==> src/hdl/sclb_pkg.sv <==
// ----------------------------------------------------------------------------
// sclb_pkg
// Shared types, codes and key tables for the scancode line buffer.
// ----------------------------------------------------------------------------
package sclb_pkg;

   localparam int FIFO_DEPTH_DEFAULT = 512;

   localparam logic [1:0] KIND_ECHO    = 2'd0;
   localparam logic [1:0] KIND_DELIVER = 2'd1;
   localparam logic [1:0] KIND_REFUSE  = 2'd2;

   localparam logic       OP_KEY  = 1'b0;
   localparam logic       OP_READ = 1'b1;

   localparam logic [7:0] SC_BREAK_BIT     = 8'h80;
   localparam logic [7:0] SC_LSHIFT_MAKE   = 8'h2A;
   localparam logic [7:0] SC_RSHIFT_MAKE   = 8'h36;
   localparam logic [7:0] SC_LSHIFT_BREAK  = 8'hAA;
   localparam logic [7:0] SC_RSHIFT_BREAK  = 8'hB6;
   localparam logic [7:0] CH_BACKSPACE     = 8'h08;
   localparam logic [7:0] NO_READER        = 8'h00;

   typedef struct packed {
      logic       operation;
      logic [7:0] scancode;
      logic [7:0] requester;
   } req_type;

   typedef struct packed {
      logic [1:0] kind;
      logic [7:0] char_out;
      logic [7:0] target;
      logic       last;
   } rsp_type;

   // classified transaction handed from front to back
   typedef struct packed {
      logic       is_read;
      logic [7:0] data;     // character for a key, reader id for a read
   } cmd_type;

   function automatic logic [7:0] plain_char(input logic [6:0] code);
      logic [7:0] ch;
      case (code)
         7'd2:  ch = 8'h31;
         7'd3:  ch = 8'h32;
         7'd4:  ch = 8'h33;
         7'd5:  ch = 8'h34;
         7'd6:  ch = 8'h35;
         7'd7:  ch = 8'h36;
         7'd8:  ch = 8'h37;
         7'd9:  ch = 8'h38;
         7'd10: ch = 8'h39;
         7'd12: ch = 8'h2D;
         7'd13: ch = 8'h3D;
         7'd14: ch = 8'h08;
         7'd15: ch = 8'h09;
         7'd16: ch = 8'h71;
         7'd17: ch = 8'h77;
         7'd18: ch = 8'h65;
         7'd19: ch = 8'h72;
         7'd20: ch = 8'h74;
         7'd21: ch = 8'h7A;
         7'd22: ch = 8'h75;
         7'd23: ch = 8'h69;
         7'd24: ch = 8'h6F;
         7'd25: ch = 8'h70;
         7'd26: ch = 8'h5B;
         7'd27: ch = 8'h5D;
         7'd28: ch = 8'h0A;
         7'd30: ch = 8'h61;
         7'd31: ch = 8'h73;
         7'd32: ch = 8'h64;
         7'd33: ch = 8'h66;
         7'd34: ch = 8'h67;
         7'd35: ch = 8'h68;
         7'd36: ch = 8'h6A;
         7'd37: ch = 8'h6B;
         7'd38: ch = 8'h6C;
         7'd39: ch = 8'h3B;
         7'd40: ch = 8'h27;
         7'd41: ch = 8'h60;
         7'd43: ch = 8'h5C;
         7'd44: ch = 8'h79;
         7'd45: ch = 8'h78;
         7'd46: ch = 8'h63;
         7'd47: ch = 8'h76;
         7'd48: ch = 8'h62;
         7'd49: ch = 8'h6E;
         7'd50: ch = 8'h6D;
         7'd51: ch = 8'h2C;
         7'd52: ch = 8'h2E;
         7'd53: ch = 8'h2D;
         7'd55: ch = 8'h2A;
         7'd57: ch = 8'h20;
         7'd74: ch = 8'h2D;
         7'd78: ch = 8'h2B;
         default: ch = (code < 7'd90) ? 8'h30 : 8'h00;
      endcase
      return ch;
   endfunction

   function automatic logic [7:0] shift_char(input logic [6:0] code);
      logic [7:0] ch;
      case (code)
         7'd2:  ch = 8'h21;
         7'd3:  ch = 8'h22;
         7'd5:  ch = 8'h24;
         7'd6:  ch = 8'h25;
         7'd7:  ch = 8'h26;
         7'd8:  ch = 8'h2F;
         7'd9:  ch = 8'h28;
         7'd10: ch = 8'h29;
         7'd11: ch = 8'h3D;
         7'd12: ch = 8'h3F;
         7'd13: ch = 8'h3D;
         7'd14: ch = 8'h08;
         7'd15: ch = 8'h09;
         7'd16: ch = 8'h51;
         7'd17: ch = 8'h57;
         7'd18: ch = 8'h45;
         7'd19: ch = 8'h52;
         7'd20: ch = 8'h54;
         7'd21: ch = 8'h5A;
         7'd22: ch = 8'h55;
         7'd23: ch = 8'h49;
         7'd24: ch = 8'h4F;
         7'd25: ch = 8'h50;
         7'd26: ch = 8'h5B;
         7'd27: ch = 8'h5D;
         7'd28: ch = 8'h0A;
         7'd30: ch = 8'h41;
         7'd31: ch = 8'h53;
         7'd32: ch = 8'h44;
         7'd33: ch = 8'h46;
         7'd34: ch = 8'h47;
         7'd35: ch = 8'h48;
         7'd36: ch = 8'h4A;
         7'd37: ch = 8'h4B;
         7'd38: ch = 8'h4C;
         7'd39: ch = 8'h3B;
         7'd40: ch = 8'h27;
         7'd41: ch = 8'h60;
         7'd43: ch = 8'h5C;
         7'd44: ch = 8'h59;
         7'd45: ch = 8'h58;
         7'd46: ch = 8'h43;
         7'd47: ch = 8'h56;
         7'd48: ch = 8'h42;
         7'd49: ch = 8'h4E;
         7'd50: ch = 8'h4D;
         7'd51: ch = 8'h3B;
         7'd52: ch = 8'h3A;
         7'd53: ch = 8'h5F;
         7'd55: ch = 8'h2A;
         7'd57: ch = 8'h20;
         7'd74: ch = 8'h2D;
         7'd78: ch = 8'h2B;
         default: ch = (code < 7'd90) ? 8'h30 : 8'h00;
      endcase
      return ch;
   endfunction

endpackage

==> src/hdl/sclb_front.sv <==
// ----------------------------------------------------------------------------
// sclb_front
// Accepts transactions, tracks shift, translates make codes into commands.
// ----------------------------------------------------------------------------
module sclb_front (
   input  logic              clock,
   input  logic              reset,
   input  logic              req_valid,
   input  sclb_pkg::req_type req,
   output logic              req_stall,
   input  logic              cmd_full,
   output logic              cmd_push,
   output sclb_pkg::cmd_type cmd_data
);

   logic shift_ff;
   logic shift_in;
   logic accept;
   logic [7:0] code;
   logic [7:0] ch;

   assign req_stall = cmd_full;
   assign accept    = req_valid && !cmd_full;
   assign code      = req.scancode;
   assign ch        = shift_ff ? sclb_pkg::shift_char(code[6:0])
                               : sclb_pkg::plain_char(code[6:0]);

   always_comb begin
      shift_in      = shift_ff;
      cmd_push      = 1'b0;
      cmd_data      = '0;
      if (accept) begin
         if (req.operation == sclb_pkg::OP_READ) begin
            cmd_push         = 1'b1;
            cmd_data.is_read = 1'b1;
            cmd_data.data    = req.requester;
         end else if ((code & sclb_pkg::SC_BREAK_BIT) != 8'h00) begin
            if (code == sclb_pkg::SC_LSHIFT_BREAK || code == sclb_pkg::SC_RSHIFT_BREAK) begin
               shift_in = 1'b0;
            end
         end else if (code == sclb_pkg::SC_LSHIFT_MAKE || code == sclb_pkg::SC_RSHIFT_MAKE) begin
            shift_in = 1'b1;
         end else begin
            cmd_push         = 1'b1;
            cmd_data.is_read = 1'b0;
            cmd_data.data    = ch;
         end
      end
   end

   always_ff @(posedge clock) begin
      if (reset) begin
         shift_ff <= 1'b0;
      end else begin
         shift_ff <= shift_in;
      end
   end

endmodule

==> src/hdl/sclb_cmd_queue.sv <==
// ----------------------------------------------------------------------------
// sclb_cmd_queue
// Two-entry command queue between the front and the back.
// ----------------------------------------------------------------------------
module sclb_cmd_queue (
   input  logic              clock,
   input  logic              reset,
   input  logic              push,
   input  sclb_pkg::cmd_type push_data,
   output logic              full,
   input  logic              pop,
   output logic              pop_valid,
   output sclb_pkg::cmd_type pop_data
);

   sclb_pkg::cmd_type entry_ff [2];
   logic       wr_ptr_ff;
   logic       wr_ptr_in;
   logic       rd_ptr_ff;
   logic       rd_ptr_in;
   logic [1:0] count_ff;
   logic [1:0] count_in;
   logic       do_push;
   logic       do_pop;

   assign full      = (count_ff == 2'd2);
   assign pop_valid = (count_ff != 2'd0);
   assign pop_data  = entry_ff[rd_ptr_ff];
   assign do_push   = push && !full;
   assign do_pop    = pop && pop_valid;

   always_comb begin
      wr_ptr_in = do_push ? ~wr_ptr_ff : wr_ptr_ff;
      rd_ptr_in = do_pop  ? ~rd_ptr_ff : rd_ptr_ff;
      count_in  = count_ff;
      if (do_push && !do_pop) begin
         count_in = count_ff + 2'd1;
      end else if (do_pop && !do_push) begin
         count_in = count_ff - 2'd1;
      end
   end

   always_ff @(posedge clock) begin
      if (do_push) begin
         entry_ff[wr_ptr_ff] <= push_data;
      end
   end

   always_ff @(posedge clock) begin
      if (reset) begin
         wr_ptr_ff <= 1'b0;
         rd_ptr_ff <= 1'b0;
         count_ff  <= 2'd0;
      end else begin
         wr_ptr_ff <= wr_ptr_in;
         rd_ptr_ff <= rd_ptr_in;
         count_ff  <= count_in;
      end
   end

endmodule

==> src/hdl/sclb_back.sv <==
// ----------------------------------------------------------------------------
// sclb_back
// Executes commands: character FIFO, parked reader and result register.
// ----------------------------------------------------------------------------
module sclb_back #(
   parameter int FIFO_DEPTH = sclb_pkg::FIFO_DEPTH_DEFAULT
) (
   input  logic              clock,
   input  logic              reset,
   input  logic              cmd_valid,
   input  sclb_pkg::cmd_type cmd_data,
   output logic              cmd_pop,
   output logic              rsp_valid,
   output sclb_pkg::rsp_type rsp,
   input  logic              rsp_stall
);

   localparam int PTR_W = $clog2(FIFO_DEPTH);
   localparam int CNT_W = $clog2(FIFO_DEPTH + 1);
   localparam int SUM_W = CNT_W + 1;

   localparam logic [1:0] S_IDLE   = 2'd0;
   localparam logic [1:0] S_SECOND = 2'd1;
   localparam logic [1:0] S_READ   = 2'd2;

   logic [7:0]        mem [FIFO_DEPTH];
   logic [7:0]        rd_data_ff;

   logic [1:0]        state_ff,   state_in;
   logic [PTR_W-1:0]  head_ff,    head_in;
   logic [CNT_W-1:0]  count_ff,   count_in;
   logic [7:0]        pending_ff, pending_in;
   logic [7:0]        rd_who_ff,  rd_who_in;
   sclb_pkg::rsp_type second_ff,  second_in;
   sclb_pkg::rsp_type rsp_ff,     rsp_in;
   logic              rsp_valid_ff, rsp_valid_in;

   logic              out_free;
   logic              wr_en;
   logic              rd_en;
   logic [SUM_W-1:0]  tail_sum;
   logic [PTR_W-1:0]  tail;
   logic [PTR_W-1:0]  head_next;
   logic              is_bs;
   logic              not_full;
   logic [CNT_W-1:0]  count_key;

   assign rsp_valid = rsp_valid_ff;
   assign rsp       = rsp_ff;
   assign out_free  = !rsp_valid_ff || !rsp_stall;
   assign cmd_pop   = (state_ff == S_IDLE) && cmd_valid && out_free;

   assign tail_sum  = SUM_W'(head_ff) + SUM_W'(count_ff);
   assign tail      = (tail_sum >= SUM_W'(FIFO_DEPTH))
                      ? PTR_W'(tail_sum - SUM_W'(FIFO_DEPTH)) : PTR_W'(tail_sum);
   assign head_next = (head_ff == PTR_W'(FIFO_DEPTH - 1)) ? '0 : head_ff + PTR_W'(1);

   assign is_bs    = (cmd_data.data == sclb_pkg::CH_BACKSPACE);
   assign not_full = (count_ff != CNT_W'(FIFO_DEPTH));

   always_comb begin
      if (is_bs) begin
         count_key = (count_ff != '0) ? count_ff - CNT_W'(1) : count_ff;
      end else begin
         count_key = not_full ? count_ff + CNT_W'(1) : count_ff;
      end
   end

   always_comb begin
      state_in     = state_ff;
      head_in      = head_ff;
      count_in     = count_ff;
      pending_in   = pending_ff;
      rd_who_in    = rd_who_ff;
      second_in    = second_ff;
      rsp_in       = rsp_ff;
      rsp_valid_in = rsp_valid_ff && rsp_stall;
      wr_en        = 1'b0;
      rd_en        = 1'b0;
      case (state_ff)
         S_IDLE: begin
            if (cmd_pop) begin
               if (!cmd_data.is_read) begin
                  wr_en    = !is_bs && not_full;
                  count_in = count_key;
                  if (pending_ff != sclb_pkg::NO_READER) begin
                     pending_in = sclb_pkg::NO_READER;
                     if (!is_bs && count_key != '0) begin
                        head_in  = head_next;
                        count_in = count_key - CNT_W'(1);
                     end
                  end
                  if (count_key != '0) begin
                     rsp_valid_in    = 1'b1;
                     rsp_in.kind     = sclb_pkg::KIND_ECHO;
                     rsp_in.char_out = cmd_data.data;
                     rsp_in.target   = 8'h00;
                     rsp_in.last     = (pending_ff == sclb_pkg::NO_READER);
                     if (pending_ff != sclb_pkg::NO_READER) begin
                        second_in.kind     = sclb_pkg::KIND_DELIVER;
                        second_in.char_out = cmd_data.data;
                        second_in.target   = pending_ff;
                        second_in.last     = 1'b1;
                        state_in           = S_SECOND;
                     end
                  end else if (pending_ff != sclb_pkg::NO_READER) begin
                     rsp_valid_in    = 1'b1;
                     rsp_in.kind     = sclb_pkg::KIND_DELIVER;
                     rsp_in.char_out = cmd_data.data;
                     rsp_in.target   = pending_ff;
                     rsp_in.last     = 1'b1;
                  end
               end else if (pending_ff != sclb_pkg::NO_READER &&
                            cmd_data.data != pending_ff) begin
                  rsp_valid_in    = 1'b1;
                  rsp_in.kind     = sclb_pkg::KIND_REFUSE;
                  rsp_in.char_out = 8'h00;
                  rsp_in.target   = cmd_data.data;
                  rsp_in.last     = 1'b1;
               end else if (count_ff == '0) begin
                  pending_in = cmd_data.data;
               end else begin
                  rd_en     = 1'b1;
                  head_in   = head_next;
                  count_in  = count_ff - CNT_W'(1);
                  rd_who_in = cmd_data.data;
                  state_in  = S_READ;
               end
            end
         end
         S_SECOND: begin
            if (out_free) begin
               rsp_valid_in = 1'b1;
               rsp_in       = second_ff;
               state_in     = S_IDLE;
            end
         end
         S_READ: begin
            if (out_free) begin
               rsp_valid_in    = 1'b1;
               rsp_in.kind     = sclb_pkg::KIND_DELIVER;
               rsp_in.char_out = rd_data_ff;
               rsp_in.target   = rd_who_ff;
               rsp_in.last     = 1'b1;
               state_in        = S_IDLE;
            end
         end
         default: begin
            state_in = S_IDLE;
         end
      endcase
   end

   always_ff @(posedge clock) begin
      if (wr_en) begin
         mem[tail] <= cmd_data.data;
      end
      if (rd_en) begin
         rd_data_ff <= mem[head_ff];
      end
   end

   always_ff @(posedge clock) begin
      rd_who_ff <= rd_who_in;
      second_ff <= second_in;
      rsp_ff    <= rsp_in;
   end

   always_ff @(posedge clock) begin
      if (reset) begin
         state_ff     <= S_IDLE;
         head_ff      <= '0;
         count_ff     <= '0;
         pending_ff   <= sclb_pkg::NO_READER;
         rsp_valid_ff <= 1'b0;
      end else begin
         state_ff     <= state_in;
         head_ff      <= head_in;
         count_ff     <= count_in;
         pending_ff   <= pending_in;
         rsp_valid_ff <= rsp_valid_in;
      end
   end

endmodule

==> src/hdl/scancode_to_char_line_buffer.sv <==
// ----------------------------------------------------------------------------
// scancode_to_char_line_buffer
// Set-1 scancode translator with a character FIFO and one parked reader.
// ----------------------------------------------------------------------------
// Each transaction is a scancode or a read request. The front stage tracks
// shift and translates make codes in the cycle it accepts them; shift and
// unknown break codes end there. A two-entry command queue feeds the back
// stage, which owns the FIFO_DEPTH-byte character memory and the parked
// reader. A key that both echoes and delivers sends its delivery from the
// S_SECOND state; a read that pops the FIFO goes through S_READ, since the
// memory read data is registered before it goes out. A stalled result holds
// the back stage, and once the command queue is full the input stalls as
// well. Memory contents need no clearing after reset.
module scancode_to_char_line_buffer #(
   parameter int FIFO_DEPTH = sclb_pkg::FIFO_DEPTH_DEFAULT
) (
   input  logic              clock,
   input  logic              reset,
   input  logic              req_valid,
   input  sclb_pkg::req_type req,
   output logic              req_stall,
   output logic              rsp_valid,
   output sclb_pkg::rsp_type rsp,
   input  logic              rsp_stall
);

   logic              cmd_push;
   sclb_pkg::cmd_type cmd_push_data;
   logic              cmd_full;
   logic              cmd_pop;
   logic              cmd_valid;
   sclb_pkg::cmd_type cmd_pop_data;

   sclb_front u_front (
      .clock     (clock),
      .reset     (reset),
      .req_valid (req_valid),
      .req       (req),
      .req_stall (req_stall),
      .cmd_full  (cmd_full),
      .cmd_push  (cmd_push),
      .cmd_data  (cmd_push_data)
   );

   sclb_cmd_queue u_queue (
      .clock     (clock),
      .reset     (reset),
      .push      (cmd_push),
      .push_data (cmd_push_data),
      .full      (cmd_full),
      .pop       (cmd_pop),
      .pop_valid (cmd_valid),
      .pop_data  (cmd_pop_data)
   );

   sclb_back #(
      .FIFO_DEPTH (FIFO_DEPTH)
   ) u_back (
      .clock     (clock),
      .reset     (reset),
      .cmd_valid (cmd_valid),
      .cmd_data  (cmd_pop_data),
      .cmd_pop   (cmd_pop),
      .rsp_valid (rsp_valid),
      .rsp       (rsp),
      .rsp_stall (rsp_stall)
   );

endmodule

==> config.mk <==
export PLATFORM = sky130hd
export DESIGN_NAME = scancode_to_char_line_buffer
export DESIGN_NICKNAME = d
export VERILOG_FILES = /design/src/hdl/sclb_pkg.sv /design/src/hdl/sclb_front.sv /design/src/hdl/sclb_cmd_queue.sv /design/src/hdl/sclb_back.sv /design/src/hdl/scancode_to_char_line_buffer.sv
export SDC_FILE = /design/constraint.sdc
export NUM_CORES = 2
export LEC_CHECK = 0
export BUFFER_PORTS_ARGS = -buffer_cell sky130_fd_sc_hd__buf_2
export CORE_MARGIN = 2
export CORE_UTILIZATION = 55
export DETAILED_ROUTE_END_ITERATION = 8
export PLACE_DENSITY = 0.7
export SLEW_MARGIN = 20
export SYNTH_ARGS = -nofsm -noshare
export SYNTH_HDL_FRONTEND = slang
export SYNTH_MEMORY_MAX_BITS = 65536
export SYNTH_SLANG_ARGS = --single-unit
==> constraint.sdc <==
create_clock -name clock -period 23.9 [get_ports clock]
set_input_delay 3.585 -clock clock [delete_from_list [all_inputs] [get_ports clock]]
set_output_delay 3.585 -clock clock [all_outputs]
set_load 0.01 [all_outputs]
==> results by group <==
Yosys
  – Number of synthesized flops with an enable pin: around 4200
  – #FFs+latches synth: between 4000 and 5000
  – Syn_area_per_cell: 21.29 µm²
  – Register area share after synthesis: 76.20%
  – Share of flip-flops with an asynchronous set or reset: 0%
  – Post-Syn Area: between 150000 and 200000 µm²
  – Largest cells by area after synthesis: edfxtp_1, mux4_2, nor2_1
  – Yosys cell types: 89
  – Synth warn: 0
  – Cells after synthesis: ~7800
  – Net Count, Synth: about 7800
  – Area share of the largest cell type after synthesis: 75.76%
  – Leading register cell type out of synthesis: edfxtp_1
  – Synth area leader: edfxtp_1

Place
  – GPL Wtd Cong: 0.9354
  – DP Area: 169800 µm²
  – DP Wirelength: 268.3 mm
  – # port buffers: 41

STA
  – Final TNS setup: 0 ps
  – # setup viols final: 0
  – Final setup skew: between 70 and 80 ps
  – RSZ-0062 raised after global routing: no
  – Period utilisation layout: 33.23%
  – Post-layout min period: between 7000 and 8000 ps
  – Worst rel slew slack: about 14%
  – Slew Viols, Final: 0
  – Slew @ Worst Pin: 1289 ps
  – Fmax: 125.9 MHz
  – Final Hold Vio Count: 0

Drt
  – Routed Antenna Nets: 0
  – 1st-pass router iterations: 9
  – Wirelength per Cell: 36.73 µm
  – Via/cell ratio: between 6 and 7
  – Iteration-0 DRC Markers: approximately 14000
  – Residual DRC: 0
  – Vias: 84570
  – Routed WL: 447.8 mm

Layout
  – Fraction of layout cells with a size suffix above 1: between 20% and 30%
  – Area delta synth->final: 10.70%
  – Commonest non-fill, non-tap cell in the layout: edfxtp_1
  – Core Util, Final: 61.06%
  – Final nets: 7947
  – Commonest cells after routing, fill and taps aside: edfxtp_1, mux4_2, nor2_1, clkbuf_16, nand2_1
  – Post-route cell area: 182700 µm²

Pwr
  – P_leak: approximately 55 nW
  – VDD IR max: around 0.12 mV
  – PwrDens: 98.58 nW/µm²
  – Tot Pwr: 0.01802 W

Clocking
  – # Post-CTS Setup Buffers: 0
  – Post-cts resize count: 0
  – Max Root-Sink Buffers: 4
  – Sink Count: 4201
  – Worst-path clk slew: about 70 ps
  – CTS Root Cell: clkbuf_16
  – CTS tree: yes
  – TritonCTS buffer count: 403
  – CTS Hold Bufs: 0
  – H-tree levels: 5
  – Clk_lat worst skew: between 900 and 1000 ps

Die
  – Die width: ~550 µm
  – Row cnt: 201
  – Starting Density: 55.16%
  – Die area: 304500 µm²
  – Die Y: 551.9 µm
  – I/O pins: 42
  – Core area: 299300 µm²

Worst setup path
  – Kind of end point of the critical path: register
  – Crit Path Class: reg -> reg
  – Critical path peak fanout: 95
  – R2r startpoint: u_back.head_ff[0]
  – CP top delay family: buffers and inverters
  – Crit start category: register
  – Largest stage delay, worst path: about 870 ps
  – Data arrival time at the worst-slack endpoint: 8530 ps
  – Critical path's slowest cell: buf_4
  – Cell mode on critical path: buf_4
  – Crit-path cells: buf_4 -> buf_12 -> buf_4 -> buf_12 -> buf_4 -> mux4_2 -> a22oi_1 -> a21oi_1 -> or4_1 -> o221ai_1 -> o21ai_1
  – Worst setup startpoint: u_back.head_ff[0]
  – CP bufs+invs: 5
  – Critical Path RT: 24490 ps

GRT
  – Initial antenna violation count: 26
  – Tot GR Track Use: 29.44%
  – Vias in the first global route: 81500
  – Total gr overflow: 0
  – Largest net degree at the start of global routing: 164
  – First-pass GRT wire length: 629.4 mm

Hold path
  – Worst hold path class: reg -> reg
  – Hold Startpoint: u_back.pending_ff[5]

Status
  – Status: finished, final reports clean

Flow run
  – Max cap viols: 0
registers in the layout, indices dropped and copies added, names as in the netlist, named ones only:
signal,cells
u_back.rsp_valid,1
u_back.rd_who_ff,8
u_back.pending_ff,8
u_queue.rd_ptr_ff,1
u_back.mem,4096
u_back.rsp,19
u_back.rd_data_ff,8
u_queue.count_ff,2
u_front.shift_ff,1
u_back.state_ff,2
u_back.head_ff,9
u_queue.wr_ptr_ff,1
u_back.second_ff,16
u_queue.entry_ff,18
u_back.count_ff,10
routing by layer:
metal  track usage [%]  share of wire (%)
met5                 0              0.030
met2             44.11                 46
met1             41.42                 37
met3             7.948                 13
met4             12.41                4.8
per-stage QoR:
stage	instances	worst slack, ps	hold slack (ps)
6_report	12190	15960	535.9
4_1_cts	12190	15970	531.8
2_1_floorplan	7754	16280	468.3
5_1_grt	12190	15430	555.1
3_3_place_gp	11460	15460	482.7
3_5_place_dp	11460	15450	511.0
cell type report:
| cell class | instances | area [µm²] |
|---|---|---|
| clock inverters | 253 | 2485 |
| inverters | 31 | 183.9 |
| clock buffers | 474 | 10420 |
| flip-flops and latches | 4201 | 125800 |
| repair buffers | 209 | 1612 |
| diodes | 5 | 12.51 |
| fillers | 20100 | 116500 |
| multi-input cells | 3060 | 37270 |
| well taps | 3958 | 4952 |
Yosys cell counts (13+ instances only):
library cell and number:
edfxtp_1 4165, mux4_2 1168, nor2_1 627, clkbuf_1 268, nand2_1 217, a22oi_1 134, buf_2 117, a21oi_1 112
mux2i_1 78, o21ai_0 72, nand3_1 47, nor3_1 42, a22o_1 40, buf_1 39, buf_4 36, dfxtp_1 36
a221oi_1 35, o22ai_1 34, inv_1 28, nand2b_1 26, xnor2_1 26, nor2b_1 25, a211oi_1 24, nor4_1 24
ha_1 19, a31oi_1 18, mux2_2 18, nand4_1 17, o221ai_1 16, and2_1 14, and3_1 14, or3_1 13
where the power goes:
part / leakage, nW / switching [W] / total (W) / internal, W
Combinational: 10.6 / 0.00200 / 0.00288 / 0.000875
Clock: 6.27 / 0.00272 / 0.00629 / 0.00357
Sequential: 37.9 / 0.0000661 / 0.00884 / 0.00878
Total: 54.8 / 0.00479 / 0.0180 / 0.0132
path summary, 6_finish.rpt:
path	end	slack [ps]	cells past startpoint
setup / recovery	u_back.rd_data_ff[2]	15960	11
hold / removal	u_back.second_ff[6]	540	0
setup reg to reg	u_back.rd_data_ff[2]	15960	11
hold reg to reg	u_back.second_ff[6]	540	0
cells by family after synthesis:
logic type / share of synthesized area, %
multiplexers: 16.53
AO/OA/AOI/OAI: 2.707
AND/OR/NAND/NOR: 2.924
adder cells (fa/ha/maj): 0.1622
flip-flops: 76.20
buffers and inverters: 1.297
XOR/XNOR: 0.1804
worst reg2reg max path: cells and delay by family (launching register included):
family / cells / cell delay, ps
and+or+nand+nor: 1 / 560
DFF: 1 / 710
buffers and inverters: 5 / 3940
muxes: 1 / 690
AOI/OAI and AO/OA: 4 / 1700
No activity file was read; power rests on OpenSTA's default activity.
